## src/hdl/sat_pkg.sv

```systemverilog
`timescale 1ns / 1ps
`default_nettype none
package sat_pkg;

  localparam int TABLE_ENTRIES = 16;
  localparam int IDX_W = (TABLE_ENTRIES > 1) ? $clog2(TABLE_ENTRIES) : 1;
  localparam int LIM_W = $clog2(TABLE_ENTRIES + 1);

  localparam int FUNC_W     = 3;
  localparam int ADDR_W     = 48;
  localparam int QID_W      = 16;
  localparam int ANS_W      = 5;
  localparam int CNT_W      = 5;
  localparam int ID_W       = 5;
  localparam int MAXC_W     = 5;
  localparam int CFG_IDX_W  = 1;
  localparam int CFG_DATA_W = 5;

  localparam logic [FUNC_W-1:0] FUNC_CLEAR     = 3'd0;
  localparam logic [FUNC_W-1:0] FUNC_AUTH      = 3'd1;
  localparam logic [FUNC_W-1:0] FUNC_ASSOC     = 3'd2;
  localparam logic [FUNC_W-1:0] FUNC_DISC      = 3'd3;
  localparam logic [FUNC_W-1:0] FUNC_FIND_ADDR = 3'd4;
  localparam logic [FUNC_W-1:0] FUNC_FIND_ID   = 3'd5;

  localparam logic [1:0] ST_DISC  = 2'd0;
  localparam logic [1:0] ST_AUTH  = 2'd1;
  localparam logic [1:0] ST_ASSOC = 2'd2;

  localparam logic [CFG_IDX_W-1:0] CFG_MAX_CLIENTS = 1'd0;
  localparam logic [CFG_IDX_W-1:0] CFG_ALLOW_NEW   = 1'd1;

  // Search request walking down the row of entries
  typedef struct packed {
    logic              valid;
    logic [FUNC_W-1:0] func;
    logic [ADDR_W-1:0] addr;
    logic [QID_W-1:0]  qid;
    logic [LIM_W-1:0]  lim;
    logic              match_found;
    logic [IDX_W-1:0]  match_idx;
    logic [1:0]        match_state;
    logic [ID_W-1:0]   match_id;
    logic              free_found;
    logic [IDX_W-1:0]  free_idx;
  } pkt_t;

  typedef enum logic [2:0] {
    UPD_NONE,
    UPD_AUTH,
    UPD_AUTH_NEW,
    UPD_ASSOC,
    UPD_DISC,
    UPD_CLEAR
  } upd_op_e;

  typedef struct packed {
    upd_op_e           op;
    logic [IDX_W-1:0]  idx;
    logic [ADDR_W-1:0] addr;
  } upd_t;

  typedef struct packed {
    logic             success;
    logic [ANS_W-1:0] answer;
    logic [CNT_W-1:0] players;
  } res_t;

endpackage
`default_nettype wire

```

## src/hdl/sat_cell.sv

```systemverilog
`timescale 1ns / 1ps
`default_nettype none
module sat_cell
  import sat_pkg::*;
(
  input  wire logic             clk_i,
  input  wire logic             rst_ni,
  input  wire logic [IDX_W-1:0] cell_idx_i,
  input  wire pkt_t             pkt_i,
  output pkt_t                  pkt_o,
  input  wire upd_t             upd_i
);

  logic [1:0]        state_q, state_d;
  logic [ADDR_W-1:0] addr_q, addr_d;
  logic [ID_W-1:0]   id_q, id_d;
  pkt_t              pkt_q, pkt_d;
  logic              in_range, active, key_hit;

  assign in_range = LIM_W'(cell_idx_i) < pkt_i.lim;
  assign active   = state_q != ST_DISC;
  assign key_hit  = (pkt_i.func == FUNC_FIND_ID) ? (QID_W'(id_q) == pkt_i.qid)
                                                 : (addr_q == pkt_i.addr);

  always_comb begin
    pkt_d = pkt_i;
    if (pkt_i.valid && in_range) begin
      if (active && key_hit && !pkt_i.match_found) begin
        pkt_d.match_found = 1'b1;
        pkt_d.match_idx   = cell_idx_i;
        pkt_d.match_state = state_q;
        pkt_d.match_id    = id_q;
      end
      if (!active && !pkt_i.free_found) begin
        pkt_d.free_found = 1'b1;
        pkt_d.free_idx   = cell_idx_i;
      end
    end
  end

  always_comb begin
    state_d = state_q;
    addr_d  = addr_q;
    id_d    = id_q;
    if (upd_i.op == UPD_CLEAR) begin
      state_d = ST_DISC;
      addr_d  = '0;
      id_d    = '0;
    end else if (upd_i.idx == cell_idx_i) begin
      case (upd_i.op)
        UPD_AUTH: state_d = ST_AUTH;
        UPD_AUTH_NEW: begin
          state_d = ST_AUTH;
          addr_d  = upd_i.addr;
        end
        UPD_ASSOC: begin
          state_d = ST_ASSOC;
          id_d    = ID_W'(int'(cell_idx_i) + 1);
        end
        UPD_DISC: state_d = ST_DISC;
        default: ;
      endcase
    end
  end

  always_ff @(posedge clk_i or negedge rst_ni) begin
    if (!rst_ni) begin
      state_q <= ST_DISC;
      addr_q  <= '0;
      id_q    <= '0;
      pkt_q   <= '0;
    end else begin
      state_q <= state_d;
      addr_q  <= addr_d;
      id_q    <= id_d;
      pkt_q   <= pkt_d;
    end
  end

  assign pkt_o = pkt_q;

endmodule
`default_nettype wire

```

## src/hdl/sat_ctrl.sv

```systemverilog
`timescale 1ns / 1ps
`default_nettype none
module sat_ctrl
  import sat_pkg::*;
(
  input  wire logic                  clk_i,
  input  wire logic                  rst_ni,
  input  wire logic                  in_valid_i,
  output logic                       in_ready_o,
  input  wire logic [FUNC_W-1:0]     func_i,
  input  wire logic [ADDR_W-1:0]     station_address_i,
  input  wire logic [QID_W-1:0]      query_id_i,
  output logic                       out_valid_o,
  input  wire logic                  out_ready_i,
  output res_t                       res_o,
  input  wire logic                  cfg_we_i,
  input  wire logic [CFG_IDX_W-1:0]  cfg_idx_i,
  input  wire logic [CFG_DATA_W-1:0] cfg_wdata_i,
  output pkt_t                       pkt_o,
  input  wire pkt_t                  pkt_i,
  output upd_t                       upd_o
);

  logic [MAXC_W-1:0] max_clients_q;
  logic              allow_new_q;
  logic [CNT_W-1:0]  count_q, count_d;
  logic              busy_q;
  logic              out_valid_q, skid_valid_q;
  res_t              out_q, skid_q, res_d;
  logic              accept, out_take, done;
  logic [LIM_W-1:0]  lim;

  assign accept   = in_valid_i && in_ready_o;
  assign out_take = out_valid_q && out_ready_i;
  assign done     = pkt_i.valid;

  assign in_ready_o  = !busy_q && !skid_valid_q;
  assign out_valid_o = out_valid_q;
  assign res_o       = out_q;

  always_comb begin
    if (32'(max_clients_q) > TABLE_ENTRIES) begin
      lim = LIM_W'(TABLE_ENTRIES);
    end else begin
      lim = LIM_W'(max_clients_q);
    end
  end

  always_comb begin
    pkt_o       = '0;
    pkt_o.valid = accept;
    pkt_o.func  = func_i;
    pkt_o.addr  = station_address_i;
    pkt_o.qid   = query_id_i;
    pkt_o.lim   = lim;
  end

  // Decide the outcome once the request has passed every entry
  always_comb begin
    upd_o         = '0;
    upd_o.op      = UPD_NONE;
    upd_o.addr    = pkt_i.addr;
    upd_o.idx     = pkt_i.match_idx;
    res_d.success = 1'b0;
    res_d.answer  = '0;
    count_d       = count_q;
    if (done) begin
      case (pkt_i.func)
        FUNC_CLEAR: begin
          upd_o.op      = UPD_CLEAR;
          count_d       = '0;
          res_d.success = 1'b1;
        end
        FUNC_AUTH: begin
          if (pkt_i.match_found) begin
            upd_o.op      = UPD_AUTH;
            res_d.success = 1'b1;
            res_d.answer  = ANS_W'(pkt_i.match_idx);
          end else if (allow_new_q && pkt_i.free_found) begin
            upd_o.op      = UPD_AUTH_NEW;
            upd_o.idx     = pkt_i.free_idx;
            count_d       = count_q + CNT_W'(1);
            res_d.success = 1'b1;
            res_d.answer  = ANS_W'(pkt_i.free_idx);
          end
        end
        FUNC_ASSOC: begin
          if (pkt_i.match_found && pkt_i.match_state == ST_ASSOC) begin
            res_d.success = 1'b1;
            res_d.answer  = ANS_W'(pkt_i.match_id);
          end else if (pkt_i.match_found && pkt_i.match_state == ST_AUTH) begin
            upd_o.op      = UPD_ASSOC;
            res_d.success = 1'b1;
            res_d.answer  = ANS_W'(ID_W'(int'(pkt_i.match_idx) + 1));
          end
        end
        FUNC_DISC: begin
          if (pkt_i.match_found) begin
            upd_o.op      = UPD_DISC;
            res_d.success = 1'b1;
            if (count_q != '0) begin
              count_d = count_q - CNT_W'(1);
            end
          end
        end
        FUNC_FIND_ADDR, FUNC_FIND_ID: begin
          if (pkt_i.match_found) begin
            res_d.success = 1'b1;
            res_d.answer  = ANS_W'(pkt_i.match_idx);
          end
        end
        default: ;
      endcase
    end
    res_d.players = count_d + CNT_W'(1);
  end

  always_ff @(posedge clk_i or negedge rst_ni) begin
    if (!rst_ni) begin
      max_clients_q <= MAXC_W'(15);
      allow_new_q   <= 1'b0;
      count_q       <= '0;
      busy_q        <= 1'b0;
      out_valid_q   <= 1'b0;
      skid_valid_q  <= 1'b0;
      out_q         <= '0;
      skid_q        <= '0;
    end else begin
      if (cfg_we_i) begin
        case (cfg_idx_i)
          CFG_MAX_CLIENTS: max_clients_q <= MAXC_W'(cfg_wdata_i);
          CFG_ALLOW_NEW:   allow_new_q   <= cfg_wdata_i[0];
          default: ;
        endcase
      end
      count_q <= count_d;
      if (accept) begin
        busy_q <= 1'b1;
      end else if (done) begin
        busy_q <= 1'b0;
      end
      if (done) begin
        // Park the result in the skid stage while the output still waits
        if (!out_valid_q || out_take) begin
          out_q       <= res_d;
          out_valid_q <= 1'b1;
        end else begin
          skid_q       <= res_d;
          skid_valid_q <= 1'b1;
        end
      end else if (!out_valid_q || out_take) begin
        out_valid_q  <= skid_valid_q;
        out_q        <= skid_q;
        skid_valid_q <= 1'b0;
      end
    end
  end

endmodule
`default_nettype wire

```

## src/hdl/station_association_table.sv

```systemverilog
// Channel   | Handshake               | Payload
// ----------+-------------------------+----------------------------------------
// request   | in_valid_i / in_ready_o | func_i, station_address_i, query_id_i
// result    | out_valid_o/out_ready_i | success_o, answer_value_o, players_count_o
// config    | cfg_we_i (no wait)      | cfg_idx_i, cfg_wdata_i
//
// A request walks the row of TABLE_ENTRIES entry cells, one cell per cycle,
// and the table update lands in the cycle after it leaves the last cell,
// together with the result; the next request is taken only once the last one has
// left the last cell and the skid stage is empty.
// Reset empties the table; no clearing pass.
// A result not yet taken waits in a skid stage, so the next request can run.
`timescale 1ns / 1ps
`default_nettype none
module station_association_table
  import sat_pkg::*;
(
  input  wire logic                  clk_i,
  input  wire logic                  rst_ni,
  input  wire logic                  in_valid_i,
  output logic                       in_ready_o,
  input  wire logic [FUNC_W-1:0]     func_i,
  input  wire logic [ADDR_W-1:0]     station_address_i,
  input  wire logic [QID_W-1:0]      query_id_i,
  output logic                       out_valid_o,
  input  wire logic                  out_ready_i,
  output logic                       success_o,
  output logic [ANS_W-1:0]           answer_value_o,
  output logic [CNT_W-1:0]           players_count_o,
  input  wire logic                  cfg_we_i,
  input  wire logic [CFG_IDX_W-1:0]  cfg_idx_i,
  input  wire logic [CFG_DATA_W-1:0] cfg_wdata_i
);

  pkt_t pkt_chain [TABLE_ENTRIES+1];
  upd_t upd;
  res_t res;

  sat_ctrl u_ctrl (
    .clk_i             (clk_i),
    .rst_ni            (rst_ni),
    .in_valid_i        (in_valid_i),
    .in_ready_o        (in_ready_o),
    .func_i            (func_i),
    .station_address_i (station_address_i),
    .query_id_i        (query_id_i),
    .out_valid_o       (out_valid_o),
    .out_ready_i       (out_ready_i),
    .res_o             (res),
    .cfg_we_i          (cfg_we_i),
    .cfg_idx_i         (cfg_idx_i),
    .cfg_wdata_i       (cfg_wdata_i),
    .pkt_o             (pkt_chain[0]),
    .pkt_i             (pkt_chain[TABLE_ENTRIES]),
    .upd_o             (upd)
  );

  for (genvar g = 0; g < TABLE_ENTRIES; g++) begin : g_cell
    sat_cell u_cell (
      .clk_i      (clk_i),
      .rst_ni     (rst_ni),
      .cell_idx_i (IDX_W'(g)),
      .pkt_i      (pkt_chain[g]),
      .pkt_o      (pkt_chain[g+1]),
      .upd_i      (upd)
    );
  end

  assign success_o       = res.success;
  assign answer_value_o  = res.answer;
  assign players_count_o = res.players;

endmodule
`default_nettype wire

```

## config.mk

```make
export PLATFORM = sky130hd
export DESIGN_NAME = station_association_table
export DESIGN_NICKNAME = d
export VERILOG_FILES = /design/src/hdl/sat_pkg.sv /design/src/hdl/sat_cell.sv /design/src/hdl/sat_ctrl.sv /design/src/hdl/station_association_table.sv
export SDC_FILE = /design/constraint.sdc
export NUM_CORES = 2
export LEC_CHECK = 0
export ABC_AREA = 0
export ABC_CLOCK_PERIOD_IN_PS = 4580
export BUFFER_PORTS_ARGS = -buffer_cell sky130_fd_sc_hd__buf_2
export CAP_MARGIN = 20
export CORE_UTILIZATION = 50
export DETAILED_ROUTE_END_ITERATION = 10
export HOLD_SLACK_MARGIN = 0.02
export PLACE_DENSITY = 0.69
export SKIP_CTS_REPAIR_TIMING = 1
export SLEW_MARGIN = 10
export SYNTH_ARGS = -nofsm -noshare
export SYNTH_HDL_FRONTEND = slang
export SYNTH_SLANG_ARGS = --single-unit
```

## constraint.sdc

```tcl
create_clock -name clk_i -period 4.58 [get_ports clk_i]
set_clock_uncertainty 0.15 [all_clocks]
set_input_delay 0.916 -clock clk_i [delete_from_list [all_inputs] [get_ports clk_i]]
set_output_delay 0.916 -clock clk_i [all_outputs]
set_load 0.01 [all_outputs]
```

* Word level (Yosys, flattened, before mapping)
Index checks and enable logic that the tools add are counted.
** Word-level totals
- Flip-flop bits (word level) :: 2335
- Input port bits :: 78
- Output and inout port bits :: 13
- Word-level logic and storage cells :: 757
** Operators by class
- Add/sub/neg operators :: 4
- $lt $le $gt $ge :: 17
- Eq/ne operators :: 76
- Muxes and demuxes :: 213
- Bitwise gates (word level) :: 2
- Reductions and logical operators :: 211
** Operators by type and width (count)
- $mux W48 :: 33
- $eq A48 B48 Y1 :: 16
- $mux W5 :: 70
- $mux W17 :: 16
- $eq A5 B16 Y1 :: 16
- $mux W12 :: 16
- $reduce_and A2 Y1 :: 52
- $reduce_bool A2 Y1 :: 36
- $logic_and A1 B1 Y1 :: 68
- $mux W2 :: 33
- $eq A3 B3 Y1 const B :: 20
- $logic_not A1 Y1 :: 48
- $lt A4 B5 Y1 const A :: 8
- $mux W6 :: 6
- $mux W11 :: 3
- $eq A4 B4 Y1 const B :: 8
- $pmux W5 S3 :: 2
- $mux W1 :: 25
- $lt A3 B5 Y1 const A :: 4
- $eq A4 B3 Y1 const B :: 4
- $eq A3 B2 Y1 const B :: 4
- $pmux W3 S4 :: 1
- $add A5 B1 Y5 const B :: 2
- $lt A1 B5 Y1 const A :: 2
- other kinds (22) :: 30

* Longest topological paths before layout
- Depth after elaboration :: 11
- Mapped depth :: 11
- Gate-level depth less buffers :: 11

* Hierarchy
Synthesis repeated with hierarchy kept, for this count alone.
** Second synthesis, totals
- Cell total of the unflattened synthesis :: 7642
- Area, all modules :: 90286.6 um^2
** Modules (own cells, without submodules)
- sat_cell :: instances 16, cells each 454, area an instance 5436.5 um^2, sequential area each 3628.5 um^2
- sat_ctrl :: instances 1, cells each 376, area an instance 3295.7 um^2, sequential area each 905.9 um^2
- station_association_table :: instances 1, cells each 2, area an instance 7.5 um^2, sequential area each 0.0 um^2

* Least setup slack after synthesis
Ideal clock, no wire load.
- Path kind :: in2reg
- Start point :: input out_ready_i
- End point :: register u_ctrl.skid_q[6] in the netlist's numbering
- Setup time :: 142 ps
- Data arrival time :: 2325 ps
- Required time :: 4288 ps
- Path slack :: 1963 ps
- Stages on the path :: 7
- Buffers on the path :: 4
- Path through :: nor2b_1 > clkbuf_1 > clkbuf_1 > ha_1 > clkbuf_1 > clkbuf_1 > a31oi_1
** Between the ends
- Cells in the longest elaborated chain, start to end :: 4
** RTL lines
- from (decl) :: line station_association_table.sv:26 : input wire logic out_ready_i,
- $logic_and A1 B1 Y1 :: line sat_ctrl.sv:34 : assign out_take = out_valid_q && out_ready_i;
- $logic_or A1 B1 Y1 :: line sat_ctrl.sv:144 : if (!out_valid_q || out_take) begin
- $not A1 Y1 (no source line)
- $reduce_and A2 Y1 (no source line)
- to (signal assigned) :: line sat_ctrl.sv:148 : skid_q <= res_d;
- to (decl) :: line sat_ctrl.sv:29 : res_t out_q, skid_q, res_d;
Every way passes these cells.
A chain may end at the register's enable or synchronous reset.

* Worst setup path in the final report
- Start point :: register g_cell[15].u_cell.pkt_q, in the netlist g_cell[15].u_cell.pkt_o[86]
- End point :: register g_cell[2].u_cell.addr_q[22]
** Between the ends
- Cells in the longest elaborated chain, start to end :: 6
- Elaborated cells on any way between the ends :: 14
** RTL lines
- from (decl) :: line sat_cell.sv:17 : pkt_t pkt_q, pkt_d;
- from (signal assigned) :: line sat_cell.sv:76 : pkt_q <= pkt_d;
- $eq A3 B2 Y1, or another cell as far along :: line sat_ctrl.sv:68 : case (pkt_i.func)
- $pmux W3 S4 / $mux W4 (equally long branches) :: line sat_ctrl.sv:68
- $mux W7 * :: line sat_ctrl.sv:67 : if (done) begin
- $eq A3 B3 Y1, or another cell as far along :: line sat_cell.sv:45 : if (upd_i.op == UPD_CLEAR) begin
- $reduce_bool A2 Y1 (no source line)
- $reduce_and A2 Y1 (no source line)
- to (signal assigned) :: line sat_cell.sv:74 : addr_q <= addr_d;
- to (decl) :: line sat_cell.sv:15 : logic [ADDR_W-1:0] addr_q, addr_d;
Every way passes the cells marked *; elsewhere a longest branch is shown, timed or not.

==> results.json <==
{
  "grt_pass1_wl_um": 325000,
  "min_to": "g_cell[0].u_cell.pkt_o[37]",
  "netSwitchingPower_mw": 9.93,
  "power_density_mw_per_mm2": 469,
  "crit_required_ps": 5170,
  "core_mm2": 0.156,
  "cts_tree": "done",
  "drt_iter0_markers": 4184,
  "maxCapViolCount": 0,
  "post-route-drc-count": 0,
  "clk_pin_slew_ps": 60,
  "critical_path_class": "register to register",
  "via_per_inst": 5.91,
  "clock_latency_ps": 830,
  "path_cells": "and4bb_2 -> and4_1 -> nor2_1 -> a21oi_1 -> nand3_4 -> buf_12 -> o2bb2ai_1",
  "syn-num-nets": 5436,
  "rows": 145,
  "grtUsageTotal_pct": 28.2,
  "fin_crit_sh_pct": 83.6,
  "ys_seq_elements": 2211,
  "dr_total_vias": 45800,
  "nNetsFinal": 5599,
  "place_inst": 7363,
  "final_max_slew_viol_count": 0,
  "ir_worst_vdd_mv": 0.386,
  "grt_max_degree": 173,
  "dieArea_mm2": 0.159,
  "synth-seq-area-share_pct": 70.4,
  "setup_viol": 0,
  "diodes": 0,
  "antenna_found_initial": 4,
  "synth_edf_count": 0,
  "synth_cell_types": 82,
  "grt_overflow_total": 0,
  "ys.warnings.count": 0,
  "place_ws_ps": 857,
  "worst_slew_pin_slew_ps": 1140,
  "critical_path_peak_fanout": 58,
  "p_comb_share_pct": 6.1,
  "die_w_um": 399,
  "max_slew_margin_pct": 23.6,
  "die_h_um": 399,
  "avgSynthCellArea_um2": 14.7,
  "p_clk_share_pct": 41.8,
  "routedWlPerCell_um": 28.3,
  "p_leak_nw": 38.4,
  "syn_to_final_growth_pct": 12.8,
  "drive_gt1_share_pct": 12.1,
  "first_pass_iters": 6,
  "cp_slowest_cell": "nand3_4",
  "crit-reg2reg-launch": "g_cell[15].u_cell.pkt_o[86]",
  "swShare_pct": 23.9,
  "ys.flop_type": "dfrtp_1",
  "htree_levels": 4,
  "seqPwrFrac_pct": 52.1,
  "cts_root_buffer": "clkbuf_16",
  "hold_viol_final": 0,
  "clock-sinks": 2211,
  "rrSetupSlack_ps": 750,
  "min-delay-start": "query_id_i[15]",
  "final.min_clock_period_ps": 3830,
  "clockBufferDepth": 3,
  "grt_pass1_vias": 47200,
  "antenna_left": 0,
  "dpl.hpwl_um": 157000,
  "hold_class": "input port to register",
  "finalWeightedCongestion": 0.939,
  "stdcell_count": 7745,
  "total_power_mw": 41.6,
  "hold_path_depth": 1,
  "endpoint_kind": "register",
  "fmax_mhz": 261,
  "setup_slack_ps": 749,
  "rr_endpoint": "g_cell[2].u_cell.addr_q[22]",
  "p_int_mw": 31.6,
  "initial_core_util_pct": 50.3,
  "finalWirelength_um": 219000,
  "netlist_instances": 5353,
  "rr_worst_depth": 7,
  "port_buffers": 90,
  "critPathLaunchType": "register",
  "cts_buffers": 208,
  "outcome": "finished clean",
  "cp_slowest_stage_delay_ps": 700,
  "rsz0062_at_grt": "false",
  "fin_setup_tns_ps": 0,
  "worstPathArrival_ps": 4420,
  "async_flop_share_pct": 100,
  "syn_area_mm2": 0.0786,
  "io_pins": 91
}
area by class of cell:
class / count / area, um^2
Clock inverter: 62 / 797
Multi-Input combinational cell: 2866 / 22000
Sequential cell: 2211 / 55300
Fill cell: 12100 / 67600
Inverter: 31 / 116
Clock buffer: 319 / 6160
Timing Repair Buffer: 198 / 1640
Tap cell: 2058 / 2570
per-stage QoR:
stage	hold WS, ps	cell area (um^2)	util [%]
6_report	53.4	88600	56.7
5_1_grt	32.1	88600	56.7
4_1_cts	-158	88600	56.7
3_5_place_dp	185	81700	52.3
3_3_place_gp	182	81700	52.3
2_1_floorplan	181	78600	-
routing by layer:
metal | part of all wire (%) | wire length (um) | vias to the layer above | track usage (%)
met2 | 45 | 98800 | 1684 | 41.9
met3 | 6.5 | 14300 | 412 | 5.10
li1 | - | - | 19600 | -
met4 | 6.1 | 13500 | 4 | 15.4
met1 | 42 | 92700 | 24100 | 39.7
met5 | 0.012 | 27 | - | 0
cells by family after synthesis:
logic type	after synthesis	share of synthesized area (%)
xor gates and xnor gates	773	8.61
DFF	2211	70.4
muxes	85	1.20
buffers and inverters	276	1.80
adders and majority gates	5	0.0796
and+or+nand+nor	991	7.20
AOI/OAI and AO/OA	1012	10.7
cells in the final DEF (no fill, tap or decap), types with 26 or more instances in the layout:
| master | instances |
|---|---|
| o21ai_0 | 61 |
| clkbuf_1 | 58 |
| buf_4 | 78 |
| nand3_1 | 225 |
| or4_1 | 26 |
| and2_1 | 42 |
| mux2_2 | 74 |
| xnor2_1 | 473 |
| or2_2 | 39 |
| nand2_1 | 53 |
| nor2b_1 | 30 |
| o2bb2ai_1 | 769 |
| buf_12 | 30 |
| nand4_1 | 137 |
| xor2_1 | 300 |
| nor4_1 | 133 |
| nor3_1 | 58 |
| dfrtp_1 | 2207 |
| a21oi_1 | 27 |
| inv_1 | 31 |
| clkbuf_8 | 52 |
| buf_2 | 89 |
| nand2b_1 | 57 |
| clkbuf_16 | 209 |
| clkinv_2 | 31 |
| nor2_1 | 92 |
registers in the layout (all words and copies together), names as in the netlist:
register / flops
g_cell.u_cell.addr_q: 768
g_cell.u_cell.id_q: 16
g_cell.u_cell.pkt_o: 1359
g_cell.u_cell.state_q: 32
u_ctrl.allow_new_q: 1
u_ctrl.busy_q: 1
u_ctrl.count_q: 5
u_ctrl.max_clients_q: 5
u_ctrl.out_valid_o: 1
u_ctrl.res_o: 11
u_ctrl.skid_q: 11
u_ctrl.skid_valid_q: 1
synthesized netlist by cell type (28+ instances only):
master	number	area (um^2)
nor4_1	134	838
o21ai_0	61	305
nor2b_1	31	194
nor2_1	92	345
buf_2	114	571
nand3_1	229	1150
nand4_1	137	857
clkbuf_1	78	293
o2bb2ai_1	769	6740
mux2_2	74	833
a21oi_1	28	140
nand2_1	57	214
dfrtp_1	2207	55200
and2_1	42	263
nor3_1	58	290
xnor2_1	473	4140
inv_1	31	116
xor2_1	300	2630
nand2b_1	64	400
or2_2	40	250
power by group through the flow:
stage          clock (mW)  combinational, mW  sequential, mW
2_1_floorplan           0               1.37            21.6
3_3_place_gp            0               2.52            22.0
3_5_place_dp            0               2.55            22.0
4_1_cts              17.6               2.58            21.7
5_1_grt              18.3               2.76            21.8
6_report             17.4               2.54            21.7
how the worst max path moves through the flow:
stage	slack, ps	end	from
finish	750	g_cell[2].u_cell.addr_q[22]	g_cell[15].u_cell.pkt_o[86]
global placement	950	g_cell[0].u_cell.addr_q[45]	g_cell[15].u_cell.pkt_o[86]
floorplan	1960	u_ctrl.skid_q[6]	out_ready_i
CTS	820	g_cell[2].u_cell.addr_q[22]	g_cell[15].u_cell.pkt_o[86]
detailed placement	860	g_cell[2].u_cell.addr_q[22]	g_cell[15].u_cell.pkt_o[86]
global route	630	g_cell[0].u_cell.addr_q[27]	g_cell[15].u_cell.pkt_o[16]
worst max-delay path, delay by kind of cell, from the launching register on:
| kind | cells | cell delay [ps] |
|---|---|---|
| AO/OA/AOI/OAI | 2 | 630 |
| AND/OR/NAND/NOR | 4 | 1750 |
| flip-flops | 1 | 620 |
| buffers and inverters | 1 | 470 |
(Power assumes the default switching activity.)
